[config.mk]
export PLATFORM = sky130hd
export DESIGN_NAME = pid_controller_filtered_derivative_unit_flat
export DESIGN_NICKNAME = d
export VERILOG_FILES = /design/src/hw/rtl/pcfd_pkg.sv /design/src/hw/rtl/pcfd_ifs.sv /design/src/hw/rtl/pcfd_front.sv /design/src/hw/rtl/pcfd_queue.sv /design/src/hw/rtl/pcfd_back.sv /design/src/hw/rtl/pid_controller_filtered_derivative_unit.sv /design/src/flat_wrapper.sv
export SDC_FILE = /design/constraint.sdc
export NUM_CORES = 2
export LEC_CHECK = 0
export BUFFER_PORTS_ARGS = -buffer_cell sky130_fd_sc_hd__buf_2
export CORE_UTILIZATION = 50
export CTS_CLUSTER_DIAMETER = 100
export DETAILED_ROUTE_END_ITERATION = 6
export PLACE_DENSITY = 0.66
export SYNTH_ARGS = -nofsm -noshare
export SYNTH_HDL_FRONTEND = slang
export SYNTH_HIERARCHICAL = 1
export SYNTH_SLANG_ARGS = --single-unit
[constraint.sdc]
create_clock -name clk -period 21.1 [get_ports clk]
set_input_delay 1.055 -clock clk [delete_from_list [all_inputs] [get_ports clk]]
set_output_delay 1.055 -clock clk [all_outputs]
set_load 0.02 [all_outputs]
[src/hw/rtl/pcfd_pkg.sv]
// Shared types and constants for the filtered-derivative PID unit.
// No dependencies; compile first.
`default_nettype none

package pcfd_pkg;

  localparam int SAMPLE_W  = 16;  // target / measured sample width
  localparam int ERR_W     = 17;  // error = target - measured
  localparam int ERR2_W    = 18;  // error sum / difference
  localparam int COEF_W    = 32;  // Q16.16 gains and offset
  localparam int STATE_W   = 48;  // Q32.16 stored terms
  localparam int DRIVE_W   = 32;  // integer drive value
  localparam int FRAC_W    = 16;  // fraction bits of Q16.16
  localparam int CFG_IDX_W = 3;

  // Request opcodes
  localparam logic OP_STEP  = 1'b0;
  localparam logic OP_CLEAR = 1'b1;

  // Configuration register indexes
  localparam logic [CFG_IDX_W-1:0] REG_GAIN_P    = 3'd0;
  localparam logic [CFG_IDX_W-1:0] REG_GAIN_I    = 3'd1;
  localparam logic [CFG_IDX_W-1:0] REG_GAIN_D    = 3'd2;
  localparam logic [CFG_IDX_W-1:0] REG_DERIV_POL = 3'd3;
  localparam logic [CFG_IDX_W-1:0] REG_OFFSET    = 3'd4;

  // Classified request handed from front to back
  typedef struct packed {
    logic                     op;
    logic signed [ERR_W-1:0]  err;
    logic signed [ERR2_W-1:0] err_sum;
    logic signed [ERR2_W-1:0] err_diff;
  } pcfd_cmd_t;

  // Configuration register bank
  typedef struct packed {
    logic signed [COEF_W-1:0] kp;
    logic signed [COEF_W-1:0] ki;
    logic signed [COEF_W-1:0] kd;
    logic signed [COEF_W-1:0] pole;
    logic signed [COEF_W-1:0] offset;
  } pcfd_gains_t;

endpackage

`default_nettype wire

[src/hw/rtl/pcfd_ifs.sv]
// Valid/ready channel interfaces: sample input, drive output, config write.
// Depends on pcfd_pkg.
`default_nettype none

interface pcfd_in_if;
  import pcfd_pkg::*;
  logic                       valid;
  logic                       ready;
  logic                       op;
  logic signed [SAMPLE_W-1:0] target_value;
  logic signed [SAMPLE_W-1:0] measured_value;
  modport source (output valid, op, target_value, measured_value, input ready);
  modport sink   (input valid, op, target_value, measured_value, output ready);
endinterface

interface pcfd_out_if;
  import pcfd_pkg::*;
  logic                      valid;
  logic                      ready;
  logic signed [DRIVE_W-1:0] drive_value;
  logic                      saturated;
  modport source (output valid, drive_value, saturated, input ready);
  modport sink   (input valid, drive_value, saturated, output ready);
endinterface

interface pcfd_cfg_if;
  import pcfd_pkg::*;
  logic                 valid;
  logic                 ready;
  logic [CFG_IDX_W-1:0] index;
  logic [COEF_W-1:0]    data;
  modport source (output valid, index, data, input ready);
  modport sink   (input valid, index, data, output ready);
endinterface

`default_nettype wire

[src/hw/rtl/pcfd_front.sv]
// Front end: accept sample requests, form error, error sum and difference.
// Depends on pcfd_pkg and pcfd_ifs.
`default_nettype none

module pcfd_front (
  input  wire                  clk,
  input  wire                  rst_n,
  pcfd_in_if.sink              in_ch,
  output logic                 push_valid,
  input  wire                  push_ready,
  output pcfd_pkg::pcfd_cmd_t  push_data
);
  import pcfd_pkg::*;

  logic signed [ERR_W-1:0] last_err_r, last_err_nxt;
  logic signed [ERR_W-1:0] err;
  logic                    accept;

  assign err = ERR_W'(in_ch.target_value) - ERR_W'(in_ch.measured_value);

  assign in_ch.ready = push_ready;
  assign push_valid  = in_ch.valid;
  assign accept      = in_ch.valid && push_ready;

  always_comb begin
    push_data.op       = in_ch.op;
    push_data.err      = err;
    push_data.err_sum  = ERR2_W'(err) + ERR2_W'(last_err_r);
    push_data.err_diff = ERR2_W'(err) - ERR2_W'(last_err_r);
  end

  // Track previous error; a clear drops it to zero
  always_comb begin
    last_err_nxt = last_err_r;
    if (accept) begin
      last_err_nxt = (in_ch.op == OP_CLEAR) ? '0 : err;
    end
  end

  always_ff @(posedge clk) begin
    if (!rst_n) begin
      last_err_r <= '0;
    end else begin
      last_err_r <= last_err_nxt;
    end
  end

endmodule

`default_nettype wire

[src/hw/rtl/pcfd_queue.sv]
// Small FIFO of classified requests between front and back.
// Depends on pcfd_pkg.
`default_nettype none

module pcfd_queue #(
  parameter int DEPTH = 2
) (
  input  wire                  clk,
  input  wire                  rst_n,
  input  wire                  push_valid,
  output logic                 push_ready,
  input  pcfd_pkg::pcfd_cmd_t  push_data,
  output logic                 pop_valid,
  input  wire                  pop_ready,
  output pcfd_pkg::pcfd_cmd_t  pop_data
);
  import pcfd_pkg::*;

  localparam int PTR_W = (DEPTH > 1) ? $clog2(DEPTH) : 1;
  localparam int CNT_W = $clog2(DEPTH + 1);

  pcfd_cmd_t         slot_r [DEPTH];
  logic [PTR_W-1:0]  wr_ptr_r, wr_ptr_nxt;
  logic [PTR_W-1:0]  rd_ptr_r, rd_ptr_nxt;
  logic [CNT_W-1:0]  cnt_r, cnt_nxt;
  logic              do_push, do_pop;

  assign push_ready = (cnt_r != CNT_W'(DEPTH));
  assign pop_valid  = (cnt_r != '0);
  assign pop_data   = slot_r[rd_ptr_r];
  assign do_push    = push_valid && push_ready;
  assign do_pop     = pop_valid && pop_ready;

  always_comb begin
    wr_ptr_nxt = wr_ptr_r;
    rd_ptr_nxt = rd_ptr_r;
    cnt_nxt    = cnt_r;
    if (do_push) begin
      wr_ptr_nxt = (wr_ptr_r == PTR_W'(DEPTH - 1)) ? '0 : wr_ptr_r + 1'b1;
    end
    if (do_pop) begin
      rd_ptr_nxt = (rd_ptr_r == PTR_W'(DEPTH - 1)) ? '0 : rd_ptr_r + 1'b1;
    end
    if (do_push && !do_pop) begin
      cnt_nxt = cnt_r + 1'b1;
    end else if (do_pop && !do_push) begin
      cnt_nxt = cnt_r - 1'b1;
    end
  end

  always_ff @(posedge clk) begin
    if (!rst_n) begin
      wr_ptr_r <= '0;
      rd_ptr_r <= '0;
      cnt_r    <= '0;
    end else begin
      wr_ptr_r <= wr_ptr_nxt;
      rd_ptr_r <= rd_ptr_nxt;
      cnt_r    <= cnt_nxt;
    end
  end

  always_ff @(posedge clk) begin
    if (do_push) begin
      slot_r[wr_ptr_r] <= push_data;
    end
  end

endmodule

`default_nettype wire

[src/hw/rtl/pcfd_back.sv]
// Back end: sequence one shared multiplier through the PID products, hold
// integral and derivative state, saturate and drive the output register.
// Depends on pcfd_pkg and pcfd_ifs.
`default_nettype none

module pcfd_back (
  input  wire                  clk,
  input  wire                  rst_n,
  input  pcfd_pkg::pcfd_gains_t gains,
  input  wire                  pop_valid,
  output logic                 pop_ready,
  input  pcfd_pkg::pcfd_cmd_t  pop_data,
  pcfd_out_if.source           out_ch
);
  import pcfd_pkg::*;

  localparam int MUL_B_W = COEF_W + 1;
  localparam int PROD_W  = COEF_W + MUL_B_W;
  localparam int ACC_W   = PROD_W + 1;
  localparam int RND_W   = PROD_W - FRAC_W;
  localparam int TOT_W   = STATE_W + 4;

  typedef enum logic [7:0] {
    ST_IDLE = 8'b0000_0001,
    ST_LO   = 8'b0000_0010,
    ST_HI   = 8'b0000_0100,
    ST_KD   = 8'b0000_1000,
    ST_KI   = 8'b0001_0000,
    ST_KP   = 8'b0010_0000,
    ST_SUM  = 8'b0100_0000,
    ST_OUT  = 8'b1000_0000
  } pcfd_state_t;

  typedef struct packed {
    logic signed [STATE_W-1:0] val;
    logic                      hit;
  } pcfd_clamp_t;

  function automatic pcfd_clamp_t clamp_state(input logic signed [ACC_W-1:0] v);
    pcfd_clamp_t res;
    res.val = v[STATE_W-1:0];
    res.hit = 1'b0;
    if (!v[ACC_W-1] && (|v[ACC_W-2:STATE_W-1])) begin
      res.val = {1'b0, {(STATE_W-1){1'b1}}};
      res.hit = 1'b1;
    end else if (v[ACC_W-1] && !(&v[ACC_W-2:STATE_W-1])) begin
      res.val = {1'b1, {(STATE_W-1){1'b0}}};
      res.hit = 1'b1;
    end
    return res;
  endfunction

  pcfd_state_t state_r, state_nxt;

  pcfd_cmd_t                 cmd_r;
  logic signed [STATE_W-1:0] integ_r;
  logic signed [STATE_W-1:0] deriv_r;
  logic signed [PROD_W-1:0]  prod_r;
  logic signed [ACC_W-1:0]   acc_r;
  logic signed [TOT_W-1:0]   total_r;
  logic                      sat_r;

  logic                      out_valid_r, out_valid_nxt;
  logic signed [DRIVE_W-1:0] drive_r;
  logic                      sat_out_r;

  logic signed [COEF_W-1:0]  mul_a;
  logic signed [MUL_B_W-1:0] mul_b;
  logic signed [PROD_W-1:0]  prod_c;
  logic signed [PROD_W-1:0]  rnd_sum;
  logic signed [RND_W-1:0]   rnd_q;
  logic signed [ACC_W-1:0]   integ_sum;
  pcfd_clamp_t               integ_cl;
  pcfd_clamp_t               deriv_cl;
  logic signed [DRIVE_W-1:0] drive_c;
  logic                      drive_hit;
  logic                      load_out;

  // Shared multiplier operand select
  always_comb begin
    mul_a = gains.kp;
    mul_b = MUL_B_W'(cmd_r.err);
    case (state_r)
      ST_LO: begin
        mul_a = gains.pole;
        mul_b = {{(MUL_B_W-FRAC_W){1'b0}}, deriv_r[FRAC_W-1:0]};
      end
      ST_HI: begin
        mul_a = gains.pole;
        mul_b = {{(MUL_B_W-(STATE_W-FRAC_W)){deriv_r[STATE_W-1]}},
                 deriv_r[STATE_W-1:FRAC_W]};
      end
      ST_KD: begin
        mul_a = gains.kd;
        mul_b = MUL_B_W'(cmd_r.err_diff);
      end
      ST_KI: begin
        mul_a = gains.ki;
        mul_b = MUL_B_W'(cmd_r.err_sum);
      end
      default: begin
        mul_a = gains.kp;
        mul_b = MUL_B_W'(cmd_r.err);
      end
    endcase
  end

  assign prod_c = mul_a * mul_b;

  // Round pole * low part to Q.16, ties toward +inf
  assign rnd_sum   = prod_r + PROD_W'(1 << (FRAC_W - 1));
  assign rnd_q     = rnd_sum[PROD_W-1:FRAC_W];
  assign integ_sum = ACC_W'(integ_r) + ACC_W'(prod_r);
  assign integ_cl  = clamp_state(integ_sum);
  assign deriv_cl  = clamp_state(acc_r);

  // Floor to integer, saturate to drive range
  always_comb begin
    drive_c   = total_r[FRAC_W+DRIVE_W-1:FRAC_W];
    drive_hit = 1'b0;
    if (!total_r[TOT_W-1] && (|total_r[TOT_W-2:FRAC_W+DRIVE_W-1])) begin
      drive_c   = {1'b0, {(DRIVE_W-1){1'b1}}};
      drive_hit = 1'b1;
    end else if (total_r[TOT_W-1] && !(&total_r[TOT_W-2:FRAC_W+DRIVE_W-1])) begin
      drive_c   = {1'b1, {(DRIVE_W-1){1'b0}}};
      drive_hit = 1'b1;
    end
  end

  assign pop_ready = (state_r == ST_IDLE);
  assign load_out  = (state_r == ST_OUT) && (!out_valid_r || out_ch.ready);

  always_comb begin
    state_nxt = state_r;
    unique case (state_r)
      ST_IDLE: begin
        if (pop_valid && pop_data.op == OP_STEP) begin
          state_nxt = ST_LO;
        end
      end
      ST_LO:  state_nxt = ST_HI;
      ST_HI:  state_nxt = ST_KD;
      ST_KD:  state_nxt = ST_KI;
      ST_KI:  state_nxt = ST_KP;
      ST_KP:  state_nxt = ST_SUM;
      ST_SUM: state_nxt = ST_OUT;
      ST_OUT: begin
        if (load_out) begin
          state_nxt = ST_IDLE;
        end
      end
      default: state_nxt = ST_IDLE;
    endcase
  end

  always_comb begin
    out_valid_nxt = out_valid_r;
    if (load_out) begin
      out_valid_nxt = 1'b1;
    end else if (out_ch.ready) begin
      out_valid_nxt = 1'b0;
    end
  end

  always_ff @(posedge clk) begin
    if (!rst_n) begin
      state_r     <= ST_IDLE;
      out_valid_r <= 1'b0;
      integ_r     <= '0;
      deriv_r     <= '0;
    end else begin
      state_r     <= state_nxt;
      out_valid_r <= out_valid_nxt;
      // Clear request: zero stored terms
      if (state_r == ST_IDLE && pop_valid && pop_data.op == OP_CLEAR) begin
        integ_r <= '0;
        deriv_r <= '0;
      end
      if (state_r == ST_KP) begin
        integ_r <= integ_cl.val;
        deriv_r <= deriv_cl.val;
      end
    end
  end

  always_ff @(posedge clk) begin
    if (state_r == ST_IDLE && pop_valid) begin
      cmd_r <= pop_data;
    end
    prod_r <= prod_c;
    case (state_r)
      ST_HI:   acc_r <= ACC_W'(rnd_q);
      ST_KD:   acc_r <= acc_r + ACC_W'(prod_r);
      ST_KI:   acc_r <= acc_r + ACC_W'(prod_r);
      default: acc_r <= acc_r;
    endcase
    if (state_r == ST_KP) begin
      sat_r <= integ_cl.hit | deriv_cl.hit;
    end
    if (state_r == ST_SUM) begin
      total_r <= TOT_W'(prod_r) + TOT_W'(integ_r) + TOT_W'(deriv_r)
               + TOT_W'(gains.offset);
    end
    if (load_out) begin
      drive_r   <= drive_c;
      sat_out_r <= sat_r | drive_hit;
    end
  end

  assign out_ch.valid       = out_valid_r;
  assign out_ch.drive_value = drive_r;
  assign out_ch.saturated   = sat_out_r;

endmodule

`default_nettype wire

[src/hw/rtl/pid_controller_filtered_derivative_unit.sv]
// Top level of the filtered-derivative PID unit: config bank, front end,
// request queue and back end. Depends on pcfd_pkg, pcfd_ifs and submodules.
`default_nettype none

// Discrete PID controller with trapezoidal integral and filtered derivative.
// Each step request carries a target and a measured sample; the unit forms
// error = target - measured and returns one drive value equal to
//   kp*e + I + D + offset, floored to an integer and saturated to 32 bits,
// where I += ki*(e + e_prev) and D = kd*(e - e_prev) + round(pole*D_prev),
// both held as Q32.16 and saturated to 48 bits. The saturated flag reports
// any clamp on that step. A clear request zeroes I, D and the previous error
// and returns nothing. Gains and offset are Q16.16 registers at config
// indexes 0..4 (kp, ki, kd, pole, offset); indexes 5..7 are ignored. Write
// config only while the unit is idle; the config channel is always ready.
// Timing: the front end takes a request in any cycle the queue has room, so
// with the back end idle a burst of QUEUE_DEPTH + 1 requests goes in back to
// back. The back end runs one shared 32x33 multiplier through five products
// per step, then a sum state and an output-load state, and takes no new
// request until the step is through; a clear request is retired in the idle
// state. The output load waits while an earlier result is still unaccepted.
// A finished result waits in the output register while the back end starts
// on the next request.
module pid_controller_filtered_derivative_unit #(
  parameter int QUEUE_DEPTH = 2
) (
  input  wire         clk,
  input  wire         rst_n,
  pcfd_cfg_if.sink    cfg_ch,
  pcfd_in_if.sink     in_ch,
  pcfd_out_if.source  out_ch
);
  import pcfd_pkg::*;

  pcfd_gains_t gains_r, gains_nxt;

  logic      push_valid, push_ready;
  pcfd_cmd_t push_data;
  logic      pop_valid, pop_ready;
  pcfd_cmd_t pop_data;

  // Config writes never stall
  assign cfg_ch.ready = 1'b1;

  // Decode the write index; drop writes to unused indexes
  always_comb begin
    gains_nxt = gains_r;
    if (cfg_ch.valid) begin
      unique case (cfg_ch.index)
        REG_GAIN_P:    gains_nxt.kp     = cfg_ch.data;
        REG_GAIN_I:    gains_nxt.ki     = cfg_ch.data;
        REG_GAIN_D:    gains_nxt.kd     = cfg_ch.data;
        REG_DERIV_POL: gains_nxt.pole   = cfg_ch.data;
        REG_OFFSET:    gains_nxt.offset = cfg_ch.data;
        default:       gains_nxt        = gains_r;
      endcase
    end
  end

  always_ff @(posedge clk) begin
    if (!rst_n) begin
      gains_r <= '0;
    end else begin
      gains_r <= gains_nxt;
    end
  end

  // Front end: classify requests and compute error terms
  pcfd_front u_front (
    .clk        (clk),
    .rst_n      (rst_n),
    .in_ch      (in_ch),
    .push_valid (push_valid),
    .push_ready (push_ready),
    .push_data  (push_data)
  );

  // Decouple front from back
  pcfd_queue #(
    .DEPTH (QUEUE_DEPTH)
  ) u_queue (
    .clk        (clk),
    .rst_n      (rst_n),
    .push_valid (push_valid),
    .push_ready (push_ready),
    .push_data  (push_data),
    .pop_valid  (pop_valid),
    .pop_ready  (pop_ready),
    .pop_data   (pop_data)
  );

  // Back end: products, state update, saturation and output register
  pcfd_back u_back (
    .clk       (clk),
    .rst_n     (rst_n),
    .gains     (gains_r),
    .pop_valid (pop_valid),
    .pop_ready (pop_ready),
    .pop_data  (pop_data),
    .out_ch    (out_ch)
  );

endmodule

`default_nettype wire

[src/flat_wrapper.sv]
// flat-port wrapper written by rule: the top's interface ports become plain ports
module pid_controller_filtered_derivative_unit_flat import pcfd_pkg::*;
#(
  parameter int QUEUE_DEPTH = 2
)
  (clk, rst_n, cfg_ch_valid, cfg_ch_index, cfg_ch_data, cfg_ch_ready, in_ch_valid, in_ch_op, in_ch_target_value, in_ch_measured_value, in_ch_ready, out_ch_valid, out_ch_drive_value, out_ch_saturated, out_ch_ready);
  pcfd_cfg_if cfg_ch_i ();
  pcfd_in_if in_ch_i ();
  pcfd_out_if out_ch_i ();
  input  wire clk;
  input  wire rst_n;
  input wire logic [$bits(cfg_ch_i.valid)-1:0] cfg_ch_valid;
  input wire logic [$bits(cfg_ch_i.index)-1:0] cfg_ch_index;
  input wire logic [$bits(cfg_ch_i.data)-1:0] cfg_ch_data;
  output wire logic [$bits(cfg_ch_i.ready)-1:0] cfg_ch_ready;
  input wire logic [$bits(in_ch_i.valid)-1:0] in_ch_valid;
  input wire logic [$bits(in_ch_i.op)-1:0] in_ch_op;
  input wire logic [$bits(in_ch_i.target_value)-1:0] in_ch_target_value;
  input wire logic [$bits(in_ch_i.measured_value)-1:0] in_ch_measured_value;
  output wire logic [$bits(in_ch_i.ready)-1:0] in_ch_ready;
  output wire logic [$bits(out_ch_i.valid)-1:0] out_ch_valid;
  output wire logic [$bits(out_ch_i.drive_value)-1:0] out_ch_drive_value;
  output wire logic [$bits(out_ch_i.saturated)-1:0] out_ch_saturated;
  input wire logic [$bits(out_ch_i.ready)-1:0] out_ch_ready;
  assign cfg_ch_i.valid = cfg_ch_valid;
  assign cfg_ch_i.index = cfg_ch_index;
  assign cfg_ch_i.data = cfg_ch_data;
  assign cfg_ch_ready = cfg_ch_i.ready;
  assign in_ch_i.valid = in_ch_valid;
  assign in_ch_i.op = in_ch_op;
  assign in_ch_i.target_value = in_ch_target_value;
  assign in_ch_i.measured_value = in_ch_measured_value;
  assign in_ch_ready = in_ch_i.ready;
  assign out_ch_valid = out_ch_i.valid;
  assign out_ch_drive_value = out_ch_i.drive_value;
  assign out_ch_saturated = out_ch_i.saturated;
  assign out_ch_i.ready = out_ch_ready;
  pid_controller_filtered_derivative_unit #(.QUEUE_DEPTH(QUEUE_DEPTH)) u_core (.clk(clk), .rst_n(rst_n), .cfg_ch(cfg_ch_i), .in_ch(in_ch_i), .out_ch(out_ch_i));
endmodule
==> results.md <==
* Hold Slack at 0.455 ns
* Share of layout cells above drive strength 1 at 6.62%
* Initial Utilization at 50.4%
* Core ar. at 146000 um2
* Pins Over Slew Limit at 0
* Area of the multi-input gates at 52300 um2
* Cell taking the most area after synthesis: fa_1
* Startpoint types: register
* Worst setup endpoint: u_core/u_back/prod_r[64]$_DFF_P_
* IO Pins at 109
* Setup Skew at 0.0341 ns
* Starting DRT DRC Count at 5606
* Yosys cell types at 101
* Syn Nets at 9397
* WL final at 231000 um
* Top area cells in the synthesized netlist: fa_1 33%, edfxtp_1 12%, dfxtp_1 9.6%
* Commonest cells in the netlist: 1193 x fa_1, 1072 x inv_1, 1005 x nand2_1, 780 x nor2_1, 417 x ha_1
* Final hold vios at 0
* Simple-gate share of the synthesized area at 13.0%
* Root Buffer: clkbuf_16
* Clock Sinks at 649
* Placement Setup Slack at 8.87 ns
* DP HPWL at 179000 um
* Global placement routability congestion at 0.990
* Initial antenna violation count at 2
* Worst setup slack after layout at 8.64 ns
* Final non-filler cell total at 9583
* Vias at 56589
* Worst-case reg-to-reg path depth at 34
* Post-route clock period utilization at 59.0%
* FF-to-FF setup slack at 8.64 ns
* Unrepaired setup endpoints after global routing: false
* FFs w/ async S/R, synth at 0%
* Hold Crit Class: reg2reg
* CTS Hold Bufs at 0
* DRT Pass-1 Iters at 6
* Relative slew slack at 9.31%
* Post-synthesis average cell area at 9.52 um2
* Fin nets at 9290
* Setup violations, final at 0
* Crit path from: u_core/u_back/state_r[0]$_SDFFE_PN1P_
* Utilization after layout at 53.7%
* Slowest stage delay, CP at 1.05 ns
* Worst R2R End: u_core/u_back/prod_r[64]$_DFF_P_
* Worst-path clk slew at 0.06 ns
* Most frequent cell after synthesis: fa_1
* Worst r2r src: u_core/u_back/state_r[0]$_SDFFE_PN1P_
* Slowest stage cell, crit path: fa_1
* Synth Instances at 7714
* Synthesized flop and latch total at 649
* FMAX at 0.0803 GHz
* Internal Power at 5.05 mW
* Average wire per standard cell at 24.1 um
* Compound-cell area share of the yosys netlist at 11.3%
* Sequential Area at 16000 um2
* Placed insts at 9453
* Resized cells post-CTS at 0
* CTS tree: yes
* GRT overflow at 0
* Number of global-route vias before repair at 57099
* Post-synth EDFFs at 297
* Setup Total Neg Slack at 0 ns
* Die width at 385 um
* Largest family of logic cells by synthesized area: adder cells
* Pleak at 36.5 nW
* Area Growth Syn to Fin at 6.68%
* Number of max-cap violations at 0
* Reg power frac at 17.7%
* Clk pwr share at 12.0%
* Die Y-Extent at 385 um
* Largest net degree at the start of global routing at 189
* Synth top area share at 32.5%
* Antenna Violating Nets Remaining at 0
* H-tree depth at 3
* Worst ir drop on vdd at 0.172 mV
* Worst setup EP type: register
* Multiplexer share of the synthesized area at 3.08%
* Fin crit period at 12.46 ns
* # port buffers at 107
* CP dominant cell by count: fa_1
* Comb pwr share at 70.3%
* Cell row count at 140
* Sequential fraction of the synthesis area at 21.7%
* Sw power at 5.59 mW
* CP max FO at 64
* Switching share of power at 52.5%
* Vias per inst at 5.91
* Worst Tran Pin Value at 1.35 ns
* Die ar. at 148000 um2
* Syn Std Cell Area at 73400 um2
* Synth Area in Adders at 39.6%
* Outcome: finished, final reports clean
* Clock Tree Buf Depth at 3
* Synth Warn # at 6
* WS Path Type: reg2reg
* Dominant synthesized flop cell: dfxtp_1
* Worst EP required at 21.63 ns
* Total track usage at 31.7%
* Post-CTS setup buffers at 0
* Global-route wire length before repair at 351000 um
* CP Data Arrival Time at 12.99 ns
* Fillers at 13113
* Post-synthesis xor/xnor area fraction at 3.57%
* Worst-Skew Late Latency at 0.66 ns
* DRC at 0
* Power per cell area at 136 nW/um2
* Num CTS Buffers at 69
==> sequential cells by signal (all words and copies together), names as in the netlist, 32 cells and up, named ones only <==
name                              cells
u_core/u_back/out_ch.drive_value     32
u_core/u_back/deriv_r                48
u_core/u_back/total_r                36
u_core/u_back/integ_r                48
u_core/u_back/cmd_r                  53
u_core/u_back/prod_r                 65
u_core/gains_r                      160
u_core/u_queue/slot_r               108
u_core/u_back/acc_r                  66
==> layout by cell type, fill, tap and decap left out, drive strengths merged, types with 21 or more instances in the layout <==
cell type	count
a22oi	71
ha	417
xnor2	180
a211oi	27
nand4	55
nor2	780
dfxtp	352
fa	1193
a221o	51
inv	1078
edfxtp	297
clkbuf	93
buf	199
and3	31
a31oi	42
nand2b	45
xor2	119
nand3	72
nor2b	46
a21boi	58
nand2	1005
a21oi	293
and2	39
a21o	174
o21a	46
o21ai	264
mux2	54
mux2i	165
clkinv	22
nor3	57
o31ai	22
a31o	21
o21bai	36
==> metal layers <==
metal  up-vias  part of all wire [%]  GRT usage, %
met5         -                0.0056             0
met4         2                   5.6          14.7
met3       556                   9.3          6.13
met2      2679                    44          48.3
met1     28572                    41          43.8
li1      24780                     -             -
==> cell type report <==
| cell class | instances | share of cell area [%] |
|---|---|---|
| clock inverters | 35 | 0.494 |
| clock buffers | 92 | 2.48 |
| repair buffers | 200 | 1.60 |
| diodes | 3 | 0.00958 |
| well taps | 1917 | 3.06 |
| flip-flops and latches | 649 | 20.4 |
| inverters | 1073 | 5.14 |
| multi-input cells | 5614 | 66.8 |
==> per-stage QoR <==
| step | total power, mW | cell area (um2) |
|---|---|---|
| 6_report | 10.6 | 78300 |
| 5_1_grt | 11.4 | 78300 |
| 4_1_cts | 10.6 | 78300 |
| 3_5_place_dp | 9.28 | 76000 |
| 3_3_place_gp | 9.17 | 76000 |
| 2_1_floorplan | 6.78 | 73400 |
==> cells by family (layout without fill, tap and decap cells) <==
| group | count (synthesis) | count (layout) |
|---|---|---|
| and+or+nand+nor | 2242 | 2242 |
| adders and majority gates | 1610 | 1610 |
| buffers and inverters | 1451 | 1400 |
| AOI/OAI and AO/OA | 1243 | 1243 |
| DFF | 649 | 649 |
| xor gates and xnor gates | 299 | 299 |
| muxes | 219 | 219 |
| other | 1 | 4 |
==> worst min path at each step <==
| stage | from | to | slack, ns | cells past startpoint |
|---|---|---|---|---|
| 2_1_floorplan | u_core/gains_r[128]$_SDFFE_PN0P_ | u_core/gains_r[128]$_SDFFE_PN0P_ | 0.43 | 2 |
| 3_3_place_gp | u_core/gains_r[150]$_SDFFE_PN0P_ | u_core/gains_r[150]$_SDFFE_PN0P_ | 0.44 | 2 |
| 3_5_place_dp | u_core/gains_r[145]$_SDFFE_PN0P_ | u_core/gains_r[145]$_SDFFE_PN0P_ | 0.44 | 2 |
| 4_1_cts | u_core/gains_r[145]$_SDFFE_PN0P_ | u_core/gains_r[145]$_SDFFE_PN0P_ | 0.46 | 2 |
| 5_1_grt | u_core/gains_r[138]$_SDFFE_PN0P_ | u_core/gains_r[138]$_SDFFE_PN0P_ | 0.47 | 2 |
| 6_report | u_core/gains_r[142]$_SDFFE_PN0P_ | u_core/gains_r[142]$_SDFFE_PN0P_ | 0.45 | 2 |
==> worst max-delay path: cells and delay by family (launching register included) <==
| family | cells | cell delay (ns) |
|---|---|---|
| and+or+nand+nor | 12 | 2.69 |
| adders and majority gates | 9 | 5.29 |
| DFF | 1 | 0.33 |
| AOI/OAI and AO/OA | 6 | 1.29 |
| buffers and inverters | 6 | 2.46 |
| xor gates and xnor gates | 1 | 0.13 |
==> power by group through the flow <==
stage | Clock, mW | Sequential (mW) | Combinational, mW
5_1_grt | 1.34 | 1.88 | 8.19
2_1_floorplan | 0 | 1.75 | 5.03
3_5_place_dp | 0 | 1.90 | 7.38
4_1_cts | 1.30 | 1.87 | 7.44
6_report | 1.28 | 1.88 | 7.48
3_3_place_gp | 0 | 1.90 | 7.28
No activity file was read; power rests on OpenSTA's default activity.
